[config.mk]
export PLATFORM = sky130hd
export DESIGN_NAME = tbb_merge
export DESIGN_NICKNAME = d
export VERILOG_FILES = /design/src/tbb_pkg.sv /design/src/tbb_merge.sv
export SDC_FILE = /design/constraint.sdc
export NUM_CORES = 1
export LEC_CHECK = 0
export BUFFER_PORTS_ARGS = -buffer_cell sky130_fd_sc_hd__buf_2
export CAP_MARGIN = 30
export CORE_MARGIN = 3
export CORE_UTILIZATION = 25
export DETAILED_ROUTE_END_ITERATION = 7
export GPL_TIMING_DRIVEN = 0
export MAX_ROUTING_LAYER = met4
export PLACE_DENSITY_LB_ADDON = 0.15
export SLEW_MARGIN = 20
export SYNTH_ARGS = -nofsm -noshare
export SYNTH_HDL_FRONTEND = slang
export SYNTH_SLANG_ARGS = --single-unit
[constraint.sdc]
create_clock -name clk -period 4.5 [get_ports clk]
set_input_delay 0.9 -clock clk [delete_from_list [all_inputs] [get_ports clk]]
set_output_delay 0.9 -clock clk [all_outputs]
set_load 0.05 [all_outputs]
[src/tbb_pkg.sv]
`timescale 1ns / 1ps

package tbb_pkg;

  // fixed point format of every field
  localparam int TBB_FRAC_BITS = 16;
  localparam int TBB_WORD_W    = 32;

  // exact product and the widened sum of offset plus three terms
  localparam int TBB_PROD_W = 2 * TBB_WORD_W;
  localparam int TBB_SUM_W  = TBB_PROD_W + 2;

  // number of lanes, one per local axis
  localparam int TBB_LANES = 3;

  // configuration register indexes
  localparam int TBB_CFG_IDX_W = 3;
  typedef enum logic [TBB_CFG_IDX_W-1:0] {
    REG_BOX_LOW_X  = 3'd0,
    REG_BOX_LOW_Y  = 3'd1,
    REG_BOX_LOW_Z  = 3'd2,
    REG_BOX_HIGH_X = 3'd3,
    REG_BOX_HIGH_Y = 3'd4,
    REG_BOX_HIGH_Z = 3'd5
  } cfg_reg_t;

  // load enables of the four pipeline stages
  typedef struct packed {
    logic s1;
    logic s2;
    logic s3;
    logic s4;
  } stage_en_t;

endpackage

[src/tbb_merge.sv]
`timescale 1ns / 1ps

module tbb_merge import tbb_pkg::*; (
  input  logic                          clk,
  input  stage_en_t                     en,
  input  logic signed [TBB_PROD_W-1:0]  term_min [TBB_LANES],
  input  logic signed [TBB_PROD_W-1:0]  term_max [TBB_LANES],
  input  logic signed [TBB_WORD_W-1:0]  offset,
  output logic signed [TBB_WORD_W-1:0]  axis_low,
  output logic signed [TBB_WORD_W-1:0]  axis_high
);

  localparam logic signed [TBB_SUM_W-1:0] SAT_MAX = TBB_SUM_W'(32'sh7fffffff);
  localparam logic signed [TBB_SUM_W-1:0] SAT_MIN = TBB_SUM_W'(32'sh80000000);

  logic signed [TBB_SUM_W-1:0] low_a;
  logic signed [TBB_SUM_W-1:0] low_b;
  logic signed [TBB_SUM_W-1:0] high_a;
  logic signed [TBB_SUM_W-1:0] high_b;
  logic signed [TBB_SUM_W-1:0] low_total;
  logic signed [TBB_SUM_W-1:0] high_total;

  assign low_total  = low_a + low_b;
  assign high_total = high_a + high_b;

  function automatic logic signed [TBB_WORD_W-1:0] clamp_word(
    input logic signed [TBB_SUM_W-1:0] v
  );
    logic signed [TBB_WORD_W-1:0] r;
    if (v > SAT_MAX) begin
      r = SAT_MAX[TBB_WORD_W-1:0];
    end else if (v < SAT_MIN) begin
      r = SAT_MIN[TBB_WORD_W-1:0];
    end else begin
      r = v[TBB_WORD_W-1:0];
    end
    return r;
  endfunction

  always_ff @(posedge clk) begin
    // pairwise partial sums
    if (en.s3) begin
      low_a  <= TBB_SUM_W'(term_min[0]) + TBB_SUM_W'(term_min[1]);
      low_b  <= TBB_SUM_W'(term_min[2]) + TBB_SUM_W'(offset);
      high_a <= TBB_SUM_W'(term_max[0]) + TBB_SUM_W'(term_max[1]);
      high_b <= TBB_SUM_W'(term_max[2]) + TBB_SUM_W'(offset);
    end
    // final sum and clamp into the output word
    if (en.s4) begin
      axis_low  <= clamp_word(low_total);
      axis_high <= clamp_word(high_total);
    end
  end

endmodule

==> summary.md, run 1 <==
| Metric | Value |
|---|---|
| H-tree depth | `2` |
| Hold_sp | `term_max[128]` |
| Cts bufs inserted | `43` |
| Reg-to-reg startpoint | `low_b[2]` |
| Iter 0 DRT Violations | `approximately 1700` |
| Post-synth EDFFs | `324` |
| Clk pin slew, worst setup/hold paths | `approximately 50 ps` |
| Initial Util | `roughly a quarter` |
| Grt total ovfl | `0` |
| Hold_ws | `around 600 ps` |
| Fin crit period | `between 4000 and 5000 ps` |
| Post-layout nets | `a little under 5000` |
| Syn. warnings | `0` |
| Most frequent cells in the layout | `buf_2, a21oi_1, ha_1` |
| #FFs+latches synth | `~320` |
| Place WS | `-1590 ps` |
| Synth Area per Inst | `about 9.0 um^2` |
| Setup Crit Path Kind | `reg2reg` |
| Final setup vio count | `62` |
| Crit end category | `flop` |
| Number of port buffers | `roughly 480` |
| TritonCTS Sinks | `between 300 and 400` |
| DP Cell Count | `roughly 5700` |
| Hpwl dp | `around 96000 um` |
| Detailed Route WL | `116000 um` |
| Vias per cell | `~5.0` |
| Outcome | `finished with violations` |
| Setup_tns | `-7810 ps` |
| RSZ-0062 raised after global routing | `true` |
| Register area share after synthesis | `30.4%` |
| Avg WL per Cell | `around 20 um` |
| DRC errors left | `0` |
| Most frequently used flop master after synthesis | `edfxtp_1` |
| P_leak | `roughly 17 nW` |
| Largest net degree at the start of global routing | `97` |
| P&R area growth vs syn | `25.9%` |
| CTS tree | `done` |
| Power per cell area | `approximately 420 nW/um^2` |
| Worst vdd ir | `~260 uV` |
| Core ar. | `roughly 130000 um^2` |
| Row count | `130` |
| Most common cell after layout, fill and taps aside | `buf_2` |
| Post-Syn Nets | `~4400` |
| Hold WC Path Type | `in2reg` |
| Crit path launch type | `flop` |
| GPL Wtd Cong | `roughly 0.91` |
| Post-route setup slack | `-212 ps` |
| Synthesized area | `around 32000 um^2` |
| Fmax | `212 MHz` |
| Antenna violations before repair | `28` |
| Clock Latency Late Sink | `about 600 ps` |
| Non-filler cells in the finished layout | `5848` |
| Total power | `between 15 and 20 mW` |
| Worst Path Required | `slightly below 5000 ps` |
| Top Ports | `485` |
| Max-slew violations | `0` |
| Worst path arrival time | `5140 ps` |
| Antenna Nets Post-Route | `0` |
| Clk buf depth | `3` |
| Critical Path Source | `low_b[2]` |
| DR pass1 iterations | `6` |
| Syn Inst Count | `3542` |
| Hold Vio Cnt, Final | `0` |
| First-pass GRT wire length | `approximately 170000 um` |
| Die area | `132000 um^2` |
| CP Max Fanout | `5` |
| Slew HR | `a little over two fifths` |
| Tightest Pin Transition | `between 800 and 900 ps` |
| Layout cells sized above 1 | `roughly 22%` |
| Synth cell types | `~100` |
| Fin Clk Skew | `24.4 ps` |
| Via Count | `29321` |
| Asr flop ratio synth | `0%` |
| Die Y-Extent | `about 360 um` |
| Max-Cap Viols | `0` |
| Total track usage | `~17%` |
| Failing checks | `negative setup slack` |
| Root Buffer | `clkbuf_16` |
| Period utilization | `105%` |
| Die Span X | `364 um` |
| Vias in the first global route | `29195` |
==> worst max-delay path: stages, from the launching register on <==
cell	delay, ps
edfxtp_1	460
ha_4	300
o211ai_1	280
o211ai_2	140
a221o_2	400
buf_6	140
o211ai_4	200
a21o_4	200
a211o_1	210
a211oi_2	110
or4_4	440
a31oi_4	190
xor2_2	100
or4_1	420
o41a_4	560
buf_12	190
o21ai_4	190
==> registers in the layout, summed over array words and instances (netlist names) <==
name	flops
high_b	65
high_a	65
low_a	65
axis_low	32
low_b	65
axis_high	32
==> routing by layer <==
layer | up-vias | global-route usage [%] | routed length [um]
met5 | - | - | 0
li1 | 14703 | - | -
met2 | 634 | 28.2 | 54800
met4 | 0 | 6.45 | 3830
met1 | 13849 | 21.4 | 51300
met3 | 135 | 3.12 | 6130
==> report_power, final <==
part           switching [mW]  internal (mW)  total (mW)
clock network            1.41           1.99        3.40
logic                    5.59           3.69        9.28
registers               0.279           4.10        4.38
total                    7.28           9.78        17.1
==> logic make-up (layout without fill, tap and decap cells) <==
group	count (synthesis)	count (layout)	synth area share, %
other cells	0	25	0
compound gates	1326	1326	27.4
buf+inv	208	839	2.79
xor+xnor	333	333	9.11
fa+ha+maj	392	392	15.5
flops	324	324	30.4
simple gates	952	952	14.6
mux	7	7	0.235
==> stage by stage <==
| step | util (%) | instance area, um^2 |
|---|---|---|
| after floorplan | - | 32000 |
| after global placement | 28.9 | 36500 |
| after detailed placement | 29.0 | 36600 |
| after CTS | 31.2 | 39400 |
| after global routing | 31.9 | 40300 |
| final | 31.9 | 40300 |
==> what timing repair did <==
item	in CTS	in global routing
cloned	7	1
buffers inserted	41	23
pin swaps	93	70
endpoints found under the setup margin	102	84
hold buffers	0	0
gates resized for setup	171	114
==> synthesized netlist by cell type, types with 15 or more instances <==
library cell | instances | share of area (%)
a221oi_1 | 19 | 0.52
and3_1 | 36 | 0.70
nor3_1 | 51 | 0.80
xor2_1 | 129 | 3.5
o21a_1 | 49 | 1.1
or3_1 | 15 | 0.29
nand2_1 | 276 | 3.2
o21ai_0 | 206 | 3.2
a21oi_1 | 392 | 6.1
edfxtp_1 | 324 | 30
a211oi_1 | 35 | 0.82
o31ai_1 | 22 | 0.52
o21ai_1 | 17 | 0.27
nor2b_1 | 50 | 0.98
nor4_1 | 17 | 0.33
buf_2 | 19 | 0.30
a21o_1 | 227 | 5.3
o211ai_1 | 22 | 0.52
nor2_1 | 209 | 2.5
xnor2_1 | 204 | 5.6
o21bai_1 | 52 | 1.2
clkbuf_1 | 69 | 0.81
a21boi_0 | 21 | 0.49
o21ai_2 | 62 | 1.7
nand4_1 | 67 | 1.3
or4_1 | 18 | 0.42
ha_1 | 386 | 15
and2_1 | 28 | 0.55
nand3_1 | 83 | 1.3
inv_1 | 105 | 1.2
nand2b_1 | 59 | 1.2
a31oi_1 | 54 | 1.1
==> path summary, 6_finish.rpt <==
check                 endpoint  slack, ps  cells after the start
setup / recovery  axis_low[26]       -210                     16
hold / removal       high_a[0]        600                      2
setup reg to reg  axis_low[26]       -210                     16
hold reg to reg    axis_low[0]        750                      3
==> area by class of cell <==
cell class / count / area, um^2
Antenna cell: 25 / 62.6
Buffer: 98 / 604
Clock buffer: 52 / 1110
Clock inverter: 25 / 250
Fill cell: 13332 / 86100
Inverter: 105 / 394
Multi-Input combinational cell: 3010 / 22700
Sequential cell: 324 / 9730
Tap cell: 1650 / 2060
Timing Repair Buffer: 559 / 3340
No activity file was read; power rests on OpenSTA's default activity.
==> run 2: changes to the inputs <==
--- a/config.mk
+++ b/config.mk
@@ -9,6 +9,7 @@
 export CAP_MARGIN = 30
 export CORE_MARGIN = 3
 export CORE_UTILIZATION = 25
+export CTS_BUF_LIST = sky130_fd_sc_hd__clkbuf_8
 export DETAILED_ROUTE_END_ITERATION = 7
 export GPL_TIMING_DRIVEN = 0
 export MAX_ROUTING_LAYER = met4
==> run 2 against run 1 <==
Effect of this change:
- the run still ends with negative setup slack left
- sequential power barely moved
- cell area fell by 0.59%
- die area did not move
- non-clock buffer count fell by 4
- worst setup slack improved by 8.1 ps
- fmax rose by 0.17%
- critical path type unchanged
- critical endpoint unchanged
- largest cell class unchanged
- largest power group unchanged
==> summary.md, run 2 (synthesis results as in run 1) <==
| Metric | Value |
|---|---|
| Initial Util | `25.3% (unchanged)` |
| Die area | `132000 um^2 (unchanged)` |
| Fin crit period | `4700 ps (was 4710 ps)` |
| Clock Latency Late Sink | `690 ps (was 610 ps)` |
| TritonCTS Sinks | `324 (unchanged)` |
| Via Count | `29399 (was 29321)` |
| P_leak | `16.8 nW (was 16.7 nW)` |
| Root Buffer | `clkbuf_8 (was clkbuf_16)` |
| GPL Wtd Cong | `0.913 (unchanged)` |
| Worst Path Required | `5020 ps (was 4930 ps)` |
| H-tree depth | `3 (was 2)` |
| Setup Crit Path Kind | `reg2reg (unchanged)` |
| Crit end category | `flop (unchanged)` |
| First-pass GRT wire length | `173000 um (was 172000 um)` |
| FILL cells | `13396 (was 13332)` |
| DRC errors left | `0 (unchanged)` |
| Hold Vio Cnt, Final | `0 (unchanged)` |
| Total track usage | `17.4% (was 17.3%)` |
| Hold_sp | `term_max[128] (unchanged)` |
| Slew HR | `49.4% (was 43.6%)` |
| Place WS | `-1590 ps (unchanged)` |
| Most common cell after layout, fill and taps aside | `buf_2 (unchanged)` |
| Hold_ws | `496 ps (was 600 ps)` |
| Period utilization | `105% (about the same)` |
| Hpwl dp | `96300 um (unchanged)` |
| P&R area growth vs syn | `25.2% (was 25.9%)` |
| Post-route setup slack | `-204 ps (was -212 ps)` |
| Row count | `130 (unchanged)` |
| Antenna violations before repair | `28 (unchanged)` |
| Grt total ovfl | `0 (unchanged)` |
| Max-slew violations | `0 (unchanged)` |
| Power per cell area | `416 nW/um^2 (was 424 nW/um^2)` |
| Largest net degree at the start of global routing | `97 (unchanged)` |
| Number of port buffers | `482 (unchanged)` |
| Die Y-Extent | `364 um (unchanged)` |
| Top Ports | `485 (unchanged)` |
| Crit path launch type | `flop (unchanged)` |
| DP Cell Count | `5679 (unchanged)` |
| Fmax | `213 MHz (was 212 MHz)` |
| Critical Path Source | `low_b[2] (unchanged)` |
| Final setup vio count | `60 (was 62)` |
| Iter 0 DRT Violations | `1587 (was 1720)` |
| Core ar. | `126000 um^2 (unchanged)` |
| Clk buf depth | `3 (unchanged)` |
| Outcome | `finished with violations (unchanged)` |
| Vias per cell | `5.00 (was 5.01)` |
| Vias in the first global route | `29255 (was 29195)` |
| Avg WL per Cell | `19.8 um (was 19.9 um)` |
| Slowest CP cell | `o41a_4 (unchanged)` |
| Most frequent cells in the layout | `buf_2, ha_1, a21oi_1 (was buf_2, a21oi_1, ha_1)` |
| Crit path largest cell delay | `560 ps (about the same)` |
| Layout cells sized above 1 | `22.0% (was 22.1%)` |
| Worst path cell trace | `ha_4 -> o211ai_1 -> o211ai_2 -> a221o_2 -> buf_6 -> o211ai_4 -> a21o_4 -> a211o_1 -> a211oi_2 -> or4_4 -> a31oi_4 -> xor2_2 -> or4_1 -> o41a_4 -> buf_12 -> o21ai_4 (unchanged)` |
| RSZ-0062 raised after global routing | `true (unchanged)` |
| Tightest Pin Transition | `758 ps (was 825 ps)` |
| Worst vdd ir | `187 uV (was 260 uV)` |
| Failing checks | `negative setup slack (unchanged)` |
| Fin Clk Skew | `58.8 ps (was 24.4 ps)` |
| Non-filler cells in the finished layout | `5882 (was 5848)` |
| CP Max Fanout | `6 (was 5)` |
| DR pass1 iterations | `6 (unchanged)` |
| Worst path arrival time | `5220 ps (was 5140 ps)` |
| Reg-to-reg startpoint | `low_b[2] (unchanged)` |
| Hold WC Path Type | `in2reg (unchanged)` |
| Die Span X | `364 um (unchanged)` |
| Post-layout util | `31.7% (was 31.9%)` |
| Antenna Nets Post-Route | `0 (unchanged)` |
| CTS tree | `done (unchanged)` |
| Max-Cap Viols | `0 (unchanged)` |
| Detailed Route WL | `116000 um (about the same)` |
| Clk pin slew, worst setup/hold paths | `60 ps (was 50 ps)` |
| Total power | `16.7 mW (was 17.1 mW)` |
| Post-layout nets | `4973 (was 4954)` |
| Cts bufs inserted | `66 (was 43)` |
run 2: worst max-delay path: cells and delay by family (launching register included):
family | cells | cell delay [ps]
AOI/OAI and AO/OA | 10 | 2470
and+or+nand+nor | 2 | 870
DFF | 1 | 460
buffers and inverters | 2 | 330
adders and majority gates | 1 | 300
xor gates and xnor gates | 1 | 100
run 2: repair_timing:
item | CTS | global route
gates resized for setup | 157 | 107
setup buffers | 36 | 23
endpoints found under the hold margin | 0 | 0
setup endpoints to repair | 98 | 87
pin swaps | 98 | 66
gates cloned | 7 | 3
hold buffers | 0 | 0
run 2: area by class of cell:
class | instances | area, um^2 | share of cell area, %
diodes | 23 | 57.6 | 0.144
clock buffers | 67 | 922 | 2.30
well taps | 1650 | 2060 | 5.15
inverters | 105 | 394 | 0.984
multi-input cells | 3010 | 22600 | 56.5
flip-flops and latches | 324 | 9730 | 24.3
plain buffers | 98 | 577 | 1.44
repair buffers | 555 | 3340 | 8.34
clock inverters | 50 | 347 | 0.865
run 2: per-layer routing:
| metal | routed length (um) | GRT usage (%) |
|---|---|---|
| met1 | 51900 | 21.7 |
| met2 | 55400 | 28.9 |
| met3 | 5670 | 2.50 |
| met4 | 3480 | 5.81 |
| met5 | 0 | - |
run 2: worst paths after layout:
path | end | slack [ps] | cells past startpoint
setup / recovery | axis_low[26] | -200 | 16
hold / removal | high_a[0] | 500 | 2
setup reg to reg | axis_low[26] | -200 | 16
hold reg to reg | axis_low[0] | 740 | 3
run 2: power by group:
| group | switching, mW | internal (mW) |
|---|---|---|
| sequential | 0.282 | 4.10 |
| combinational | 5.57 | 3.65 |
| clock | 1.43 | 1.63 |
run 2: metrics by stage:
step           cell area, um^2  TNS (ps)
2_1_floorplan            32000         0
3_3_place_gp             36500   -521160
3_5_place_dp             36600   -121730
4_1_cts                  39300    -13830
5_1_grt                  40000    -16500
6_report                 40100     -7680
